==> src/sv/bpfa_pkg.sv <==
// Package for the bitmap page-frame allocator: constants, codes and shared types.
package bpfa_pkg;

	localparam int NUM_PAGES_DEF = 4096;
	localparam int WORD_BITS     = 64;
	localparam int WORD_IDX_W    = $clog2(WORD_BITS);
	localparam int CHUNK_BITS    = 8;
	localparam int CHUNK_POS_W   = $clog2(CHUNK_BITS);
	localparam int CHUNKS        = WORD_BITS / CHUNK_BITS;
	localparam int CHUNK_IDX_W   = $clog2(CHUNKS);
	localparam int LEN_W         = 13;
	localparam int PAGE_W        = 12;
	localparam int STATUS_W      = 2;

	localparam logic [STATUS_W-1:0] ST_OK      = 2'd0;
	localparam logic [STATUS_W-1:0] ST_NOSPACE = 2'd1;
	localparam logic [STATUS_W-1:0] ST_ZERO    = 2'd2;

	localparam logic KIND_ALLOC = 1'b0;
	localparam logic KIND_FREE  = 1'b1;

	typedef enum logic [2:0] {
		S_INIT,
		S_IDLE,
		S_SCAN_RD,
		S_SCAN,
		S_UPD_RD,
		S_UPD_WR,
		S_RESP
	} state_t;

	typedef struct packed {
		logic                   hit;
		logic [CHUNK_POS_W-1:0] pos;
		logic [LEN_W-1:0]       run;
	} scan_res_t;

endpackage

==> src/sv/bpfa_chunk_scan.sv <==
// Free-run tracker over one chunk of the page bitmap.
module bpfa_chunk_scan (
	input  logic [bpfa_pkg::CHUNK_BITS-1:0] bits,
	input  logic [bpfa_pkg::LEN_W-1:0]      run_in,
	input  logic [bpfa_pkg::LEN_W-1:0]      len,
	output bpfa_pkg::scan_res_t             res
);

	always_comb begin
		logic [bpfa_pkg::LEN_W-1:0]       run;
		logic                             hit;
		logic [bpfa_pkg::CHUNK_POS_W-1:0] pos;
		run = run_in;
		hit = 1'b0;
		pos = '0;
		for (int j = 0; j < bpfa_pkg::CHUNK_BITS; j++) begin
			if (bits[j]) begin
				run = '0;
			end else begin
				run = run + 1'b1;
			end
			if (!hit && run == len) begin
				hit = 1'b1;
				pos = bpfa_pkg::CHUNK_POS_W'(j);
			end
		end
		res.hit = hit;
		res.pos = pos;
		res.run = run;
	end

endmodule

==> src/sv/bitmap_page_frame_allocator_core.sv <==
// Top level of the bitmap first-fit contiguous page allocator.
//
//   channel | direction | beat fields                    | handshake
//   --------+-----------+--------------------------------+---------------------
//   in      | into core | kind, first_page, run_length   | in_valid / in_ready
//   out     | from core | status, start_page             | out_valid / out_ready
//
// After reset the map RAM is swept to all-used, one word a cycle, with in_ready low.
// One request at a time. A zero length, an over-long allocate or a free that starts
// past the last page goes straight to the response. Allocate: read each 64-page word
// and search it 8 pages a cycle through the run tracker, then read and write back each
// word marked. Free: read and write back each word touched.
// The map RAM port is the limit; a held result stalls only the final response step.
module bitmap_page_frame_allocator_core #(
	parameter int NUM_PAGES = bpfa_pkg::NUM_PAGES_DEF
) (
	input  logic                             clk,
	input  logic                             arst_n,
	input  logic                             in_valid,
	output logic                             in_ready,
	input  logic                             kind,
	input  logic [bpfa_pkg::PAGE_W-1:0]      first_page,
	input  logic [bpfa_pkg::LEN_W-1:0]       run_length,
	output logic                             out_valid,
	input  logic                             out_ready,
	output logic [bpfa_pkg::STATUS_W-1:0]    status,
	output logic [bpfa_pkg::PAGE_W-1:0]      start_page
);

	localparam int MAP_WORDS = (NUM_PAGES + bpfa_pkg::WORD_BITS - 1) / bpfa_pkg::WORD_BITS;
	localparam int WAW       = (MAP_WORDS > 1) ? $clog2(MAP_WORDS) : 1;
	localparam int EW        = WAW + bpfa_pkg::WORD_IDX_W;
	localparam int XW        = ((EW > bpfa_pkg::LEN_W) ? EW : bpfa_pkg::LEN_W) + 1;
	localparam int WB        = bpfa_pkg::WORD_BITS;
	localparam int IW        = bpfa_pkg::WORD_IDX_W;

	logic [WB-1:0] mem [MAP_WORDS];
	logic [WB-1:0] rd_data_q;
	logic          mem_re;
	logic          mem_we;
	logic [WAW-1:0] mem_addr;
	logic [WB-1:0] mem_wdata;

	bpfa_pkg::state_t state_q, state_d;
	logic [WAW-1:0]                     word_q, word_d;
	logic [bpfa_pkg::CHUNK_IDX_W-1:0]   chunk_q, chunk_d;
	logic [bpfa_pkg::LEN_W-1:0]         run_q, run_d;
	logic [bpfa_pkg::LEN_W-1:0]         len_q, len_d;
	logic                               kind_q, kind_d;
	logic [XW-1:0]                      lo_q, lo_d;
	logic [XW-1:0]                      hi_q, hi_d;
	logic [bpfa_pkg::STATUS_W-1:0]      res_status_q, res_status_d;
	logic [bpfa_pkg::PAGE_W-1:0]        res_start_q, res_start_d;
	logic                               out_valid_q, out_valid_d;
	logic [bpfa_pkg::STATUS_W-1:0]      status_q, status_d;
	logic [bpfa_pkg::PAGE_W-1:0]        start_q, start_d;

	bpfa_pkg::scan_res_t                scan_res;
	logic [bpfa_pkg::CHUNK_BITS-1:0]    chunk_bits;
	logic [XW-1:0]                      end_page;
	logic [XW-1:0]                      run_start;
	logic [XW-1:0]                      free_hi;
	logic [WAW-1:0]                     lo_word;
	logic [WAW-1:0]                     hi_word;
	logic [IW-1:0]                      lo_bit;
	logic [IW-1:0]                      hi_bit;
	logic [WB-1:0]                      upd_mask;

	always_ff @(posedge clk) begin
		if (mem_we) begin
			mem[mem_addr] <= mem_wdata;
		end
		if (mem_re) begin
			rd_data_q <= mem[mem_addr];
		end
	end

	assign chunk_bits = rd_data_q[chunk_q * bpfa_pkg::CHUNK_BITS +: bpfa_pkg::CHUNK_BITS];

	bpfa_chunk_scan u_scan (
		.bits   (chunk_bits),
		.run_in (run_q),
		.len    (len_q),
		.res    (scan_res)
	);

	assign end_page  = XW'({word_q, chunk_q, scan_res.pos});
	assign run_start = end_page + XW'(1) - XW'(len_q);
	assign free_hi   = XW'(first_page) + XW'(run_length) - XW'(1);
	assign lo_word   = lo_q[EW-1:IW];
	assign hi_word   = hi_q[EW-1:IW];
	assign lo_bit    = (word_q == lo_word) ? lo_q[IW-1:0] : '0;
	assign hi_bit    = (word_q == hi_word) ? hi_q[IW-1:0] : IW'(WB - 1);
	assign upd_mask  = ({WB{1'b1}} << lo_bit) & ({WB{1'b1}} >> (IW'(WB - 1) - hi_bit));

	always_ff @(posedge clk or negedge arst_n) begin
		if (!arst_n) begin
			state_q     <= bpfa_pkg::S_INIT;
			word_q      <= '0;
			out_valid_q <= 1'b0;
		end else begin
			state_q     <= state_d;
			word_q      <= word_d;
			out_valid_q <= out_valid_d;
		end
	end

	always_ff @(posedge clk) begin
		chunk_q      <= chunk_d;
		run_q        <= run_d;
		len_q        <= len_d;
		kind_q       <= kind_d;
		lo_q         <= lo_d;
		hi_q         <= hi_d;
		res_status_q <= res_status_d;
		res_start_q  <= res_start_d;
		status_q     <= status_d;
		start_q      <= start_d;
	end

	always_comb begin
		state_d      = state_q;
		word_d       = word_q;
		chunk_d      = chunk_q;
		run_d        = run_q;
		len_d        = len_q;
		kind_d       = kind_q;
		lo_d         = lo_q;
		hi_d         = hi_q;
		res_status_d = res_status_q;
		res_start_d  = res_start_q;
		out_valid_d  = out_valid_q && !out_ready;
		status_d     = status_q;
		start_d      = start_q;
		in_ready     = 1'b0;
		mem_re       = 1'b0;
		mem_we       = 1'b0;
		mem_addr     = word_q;
		mem_wdata    = kind_q ? (rd_data_q & ~upd_mask) : (rd_data_q | upd_mask);

		unique case (state_q)
			bpfa_pkg::S_INIT: begin
				mem_we    = 1'b1;
				mem_wdata = {WB{1'b1}};
				if (word_q == WAW'(MAP_WORDS - 1)) begin
					word_d  = '0;
					state_d = bpfa_pkg::S_IDLE;
				end else begin
					word_d = word_q + 1'b1;
				end
			end
			bpfa_pkg::S_IDLE: begin
				in_ready = 1'b1;
				if (in_valid) begin
					len_d        = run_length;
					kind_d       = kind;
					res_status_d = bpfa_pkg::ST_OK;
					res_start_d  = '0;
					word_d       = '0;
					chunk_d      = '0;
					run_d        = '0;
					lo_d         = XW'(first_page);
					hi_d         = (free_hi > XW'(NUM_PAGES - 1)) ? XW'(NUM_PAGES - 1) : free_hi;
					if (run_length == '0) begin
						res_status_d = bpfa_pkg::ST_ZERO;
						state_d      = bpfa_pkg::S_RESP;
					end else if (kind == bpfa_pkg::KIND_ALLOC) begin
						if (XW'(run_length) > XW'(NUM_PAGES)) begin
							res_status_d = bpfa_pkg::ST_NOSPACE;
							state_d      = bpfa_pkg::S_RESP;
						end else begin
							state_d = bpfa_pkg::S_SCAN_RD;
						end
					end else if (XW'(first_page) >= XW'(NUM_PAGES)) begin
						state_d = bpfa_pkg::S_RESP;
					end else begin
						word_d  = first_page[bpfa_pkg::PAGE_W-1:IW] > (bpfa_pkg::PAGE_W - IW)'(MAP_WORDS - 1)
							? '0 : WAW'(first_page[bpfa_pkg::PAGE_W-1:IW]);
						state_d = bpfa_pkg::S_UPD_RD;
					end
				end
			end
			bpfa_pkg::S_SCAN_RD: begin
				mem_re  = 1'b1;
				state_d = bpfa_pkg::S_SCAN;
			end
			bpfa_pkg::S_SCAN: begin
				run_d = scan_res.run;
				if (scan_res.hit) begin
					lo_d         = run_start;
					hi_d         = end_page;
					word_d       = run_start[EW-1:IW];
					res_start_d  = run_start[bpfa_pkg::PAGE_W-1:0];
					state_d      = bpfa_pkg::S_UPD_RD;
				end else if (chunk_q == bpfa_pkg::CHUNK_IDX_W'(bpfa_pkg::CHUNKS - 1)) begin
					chunk_d = '0;
					if (word_q == WAW'(MAP_WORDS - 1)) begin
						res_status_d = bpfa_pkg::ST_NOSPACE;
						state_d      = bpfa_pkg::S_RESP;
					end else begin
						mem_re   = 1'b1;
						mem_addr = word_q + 1'b1;
						word_d   = word_q + 1'b1;
					end
				end else begin
					chunk_d = chunk_q + 1'b1;
				end
			end
			bpfa_pkg::S_UPD_RD: begin
				mem_re  = 1'b1;
				state_d = bpfa_pkg::S_UPD_WR;
			end
			bpfa_pkg::S_UPD_WR: begin
				mem_we = 1'b1;
				if (word_q == hi_word) begin
					state_d = bpfa_pkg::S_RESP;
				end else begin
					word_d  = word_q + 1'b1;
					state_d = bpfa_pkg::S_UPD_RD;
				end
			end
			bpfa_pkg::S_RESP: begin
				if (!out_valid_q || out_ready) begin
					out_valid_d = 1'b1;
					status_d    = res_status_q;
					start_d     = (res_status_q == bpfa_pkg::ST_OK && kind_q == bpfa_pkg::KIND_ALLOC)
						? res_start_q : '0;
					state_d     = bpfa_pkg::S_IDLE;
				end
			end
			default: begin
				state_d = bpfa_pkg::S_IDLE;
			end
		endcase
	end

	assign out_valid  = out_valid_q;
	assign status     = status_q;
	assign start_page = start_q;

endmodule
==> config.mk <==
export PLATFORM = sky130hd
export DESIGN_NAME = bitmap_page_frame_allocator_core
export DESIGN_NICKNAME = d
export VERILOG_FILES = /design/src/sv/bpfa_pkg.sv /design/src/sv/bpfa_chunk_scan.sv /design/src/sv/bitmap_page_frame_allocator_core.sv
export SDC_FILE = /design/constraint.sdc
export NUM_CORES = 2
export LEC_CHECK = 0
export ABC_CLOCK_PERIOD_IN_PS = 11400
export BUFFER_PORTS_ARGS = -buffer_cell sky130_fd_sc_hd__buf_4
export CORE_MARGIN = 1.5
export CORE_UTILIZATION = 25
export CTS_BUF_LIST = sky130_fd_sc_hd__clkbuf_4
export DETAILED_ROUTE_END_ITERATION = 10
export PLACE_DENSITY = 0.38
export RECOVER_POWER = 50
export SYNTH_ARGS = -nofsm -noshare
export SYNTH_HDL_FRONTEND = slang
export SYNTH_SLANG_ARGS = --single-unit
==> constraint.sdc <==
create_clock -name clk -period 11.4 [get_ports clk]
set_input_delay 3.42 -clock clk [delete_from_list [all_inputs] [get_ports clk]]
set_output_delay 3.42 -clock clk [all_outputs]
set_load 0.005 [all_outputs]
==> impl_metrics.ini <==
[yosys]
synth-edff-count = 4242
yosys.area.top_type = edfxtp_1
syn-cell-area_mm2 = 0.169
synthCells = 10483
synthFlopType = edfxtp_1
synth_cell_types = 117
yosys_warnings = 0
ys_ff_latch = 4252
ys_seq_area_frac = 0.755
syn-num-nets = 10574
synth.area.top_cells = edfxtp_1 (75%), a222oi_1 (2.7%), o21ai_0 (1.6%)
async_flop_share = 0.00235
syn_area_per_cell_um2 = 16.1
netlist.area_leader.share = 0.753

[place]
dp_hpwl_mm = 506
io_buffers = 45
preCtsSetupSlack_ns = 0.0212
place_congestion = 0.875

[detailed_routing]
drcViolationCount = 0
drt-pass1-iter-count = 7
vias = 118011
antenna_left = 0
drtIter0Drc = 16267
wl_mm = 784
wl_per_cell_um = 35.1
viasPerCell = 5.28

[layout]
area_growth_pct = 25.1
fin_nets = 12667
drive_above_1_share = 0.275
fin_util = 0.314
final_common_cell = edfxtp_1
final_cell_mix = edfxtp_1 (4242), clkbuf_4 (1786), buf_4 (883)

[timing]
setup-tns-final_ns = 0
worst_pin_slew_ns = 3.67
slew_headroom = -1.45
fin_crit_sh = 0.967
finClkSkew_ns = 0.250
max_clock_freq_mhz = 90.7
finalSetupViolCount = 0
hold_viol_final = 0
finalMaxSlewViolations = 4210
finalCriticalPeriod_ns = 11.02
fin_ws_ns = 0.375

[setup_path]
critPathMaxFanout = 10
worst_setup_path_end_kind = flop
crit_slowest_cell = mux4_2
cpPeakStageDelay_ns = 0.60
cp.arrival_ns = 12.33
timing.critical_path.mode_cell = buf_4
worst-setup-path-type = flop to flop
worstPathRequired_ns = 12.70
critPathLaunchType = flop

[floorplanning]
rows = 301
coreArea_mm2 = 0.673
die_h_um = 826
start_util = 0.251
io_pins = 46
dieArea_mm2 = 0.682
die_w_um = 826

[grt]
grt_max_degree = 65
grt_usage = 0.224
antenna_found_initial = 63
grt_pass1_wl_mm = 1040
overflow = 0
first_global_vias = 116843

[job]
maxCapViolCount = 69

[power_and_ir_drop]
max-vdd-ir-drop_mv = 0.152
power.density_mw_per_mm2 = 265
internal_power_uw = 34500
p_leak_uw = 0.0690
switchingPower_uw = 21700
clkPwrFrac = 0.249
sw_frac_of_total = 0.386
pwr-share-seq = 0.378
pwr-share-comb = 0.373

[status]
status = complete, but fails checks
violations = capacitance limit, slew limit

[clocking]
cts_made_buffers = 1259
clock_path_buffers = 5
cts_tree = built
root_buffer = clkbuf_4
cts_hold_buf = 0
clk_transition_reported_paths_ns = 0.06
cts_sinks = 4252
htree_levels = 7
clkLatencyLatePin_ns = 1.89

[hold_path]
hold_path.class = flop to flop
-- final cells by class --
cell class / instances / area (um^2)
antenna: 38 / 95.1
clock buffer: 1768 / 13300
clock inverter: 308 / 1470
fill: 66585 / 461000
inverter: 113 / 424
multi-input combinational: 5374 / 38800
sequential: 4252 / 128000
tap: 8938 / 11200
timing repair buffer: 1576 / 18800
-- stage by stage --
stage               hold WS, ns  cell area [um^2]  instances  power (uW)
detailed placement        0.455            197000      20253       42100
floorplan                 0.427            169000      10483       30300
CTS                       0.466            212000      22329       56100
finish                    0.463            212000      22367       56100
global placement          0.443            197000      20253       42000
global route              0.478            212000      22350       58000
-- registers in the layout, summed over array words and instances, names as in the netlist --
name          count
mem            4096
rd_data_q        64
len_q            13
run_q            13
hi_q             12
lo_q             12
res_start_q      12
start_page       12
word_q            6
chunk_q           3
state_q           3
res_status_q      2
status            2
kind_q            1
out_valid         1
-- worst max-delay path: cells and delay by family, from the launching register on --
| kind | cells | cell delay, ns |
|---|---|---|
| AO/OA/AOI/OAI | 7 | 2.34 |
| XOR/XNOR | 2 | 0.37 |
| adder cells (fa/ha/maj) | 1 | 0.35 |
| buffers and inverters | 9 | 1.65 |
| flip-flops | 1 | 0.45 |
| multiplexers | 3 | 1.19 |
| AND/OR/NAND/NOR | 13 | 4.19 |
-- synth_stat cells (29+ instances only) --
library cell     n
o211ai_1        95
nor2_1         225
buf_1           76
ha_1            59
mux2i_1        267
mux2_2         116
buf_2          235
and3_1          40
a22oi_1        348
nand4b_1        31
o211a_1         68
o22ai_1        140
a21boi_0       221
a211oi_1        35
buf_4           36
nand2_1        704
edfxtp_1      4242
clkbuf_1       386
a22o_1         103
inv_1          103
or4_1           44
o31ai_1         32
o2bb2ai_1       29
and2_1          38
a21o_1          46
and4b_1         86
a222oi_1       460
nand3_1        115
nor3_1          87
o21ai_0        555
a221oi_1       117
xnor2_1        132
mux2_1          44
a31o_2          65
xor2_1          37
nor4_1          47
a31oi_1        135
a21oi_1        377
nand4_1        110
-- kinds of logic after synthesis --
family	after synthesis	synth area share
AO/OA/AOI/OAI	3036	0.131
XOR/XNOR	172	0.00908
adder cells (fa/ha/maj)	61	0.00460
buffers and inverters	857	0.0220
flip-flops	4252	0.755
multiplexers	446	0.0288
AND/OR/NAND/NOR	1659	0.0501
-- power groups by stage --
stage	Clock (uW)	Sequential (uW)	Combinational, uW
after floorplan	0	21200	9170
after global placement	0	21200	20800
after detailed placement	0	21200	20800
after CTS	14300	20900	20900
after global routing	15100	21300	21700
final	14000	21300	20900
-- worst paths after layout --
| check | startpoint | to | slack (ns) | cells past startpoint |
|---|---|---|---|---|
| setup / recovery | chunk_q[1]$_SDFFCE_PN0P_ | rd_data_q[50]$_DFFE_PP_ | 0.38 | 35 |
| hold / removal | res_status_q[1]$_SDFFCE_PP0P_ | status[1]$_DFFE_PP_ | 0.46 | 0 |
| setup reg to reg | chunk_q[1]$_SDFFCE_PN0P_ | rd_data_q[50]$_DFFE_PP_ | 0.38 | 35 |
| hold reg to reg | res_status_q[1]$_SDFFCE_PP0P_ | status[1]$_DFFE_PP_ | 0.46 | 0 |
| max in group asynchronous | arst_n | state_q[0]$_DFFE_PN0P_ | 9.15 | 1 |
| min in group asynchronous | arst_n | word_q[3]$_DFFE_PN0P_ | 1.65 | 1 |
-- routing by layer --
layer	part of all wire	wire length, um	vias to the layer above	GRT usage
met5	0.000028	22	-	0
met4	0.034	27000	4	0.0812
met3	0.072	56600	1290	0.0396
met2	0.47	367000	6189	0.361
met1	0.43	334000	62384	0.302
li1	-	-	48144	-
-- what timing repair did --
action | CTS | global route
setup buffers | 0 | 0
endpoints found under the setup margin | 0 | 13
gates resized for setup | 0 | 5
No activity file was read; power rests on OpenSTA's default activity.
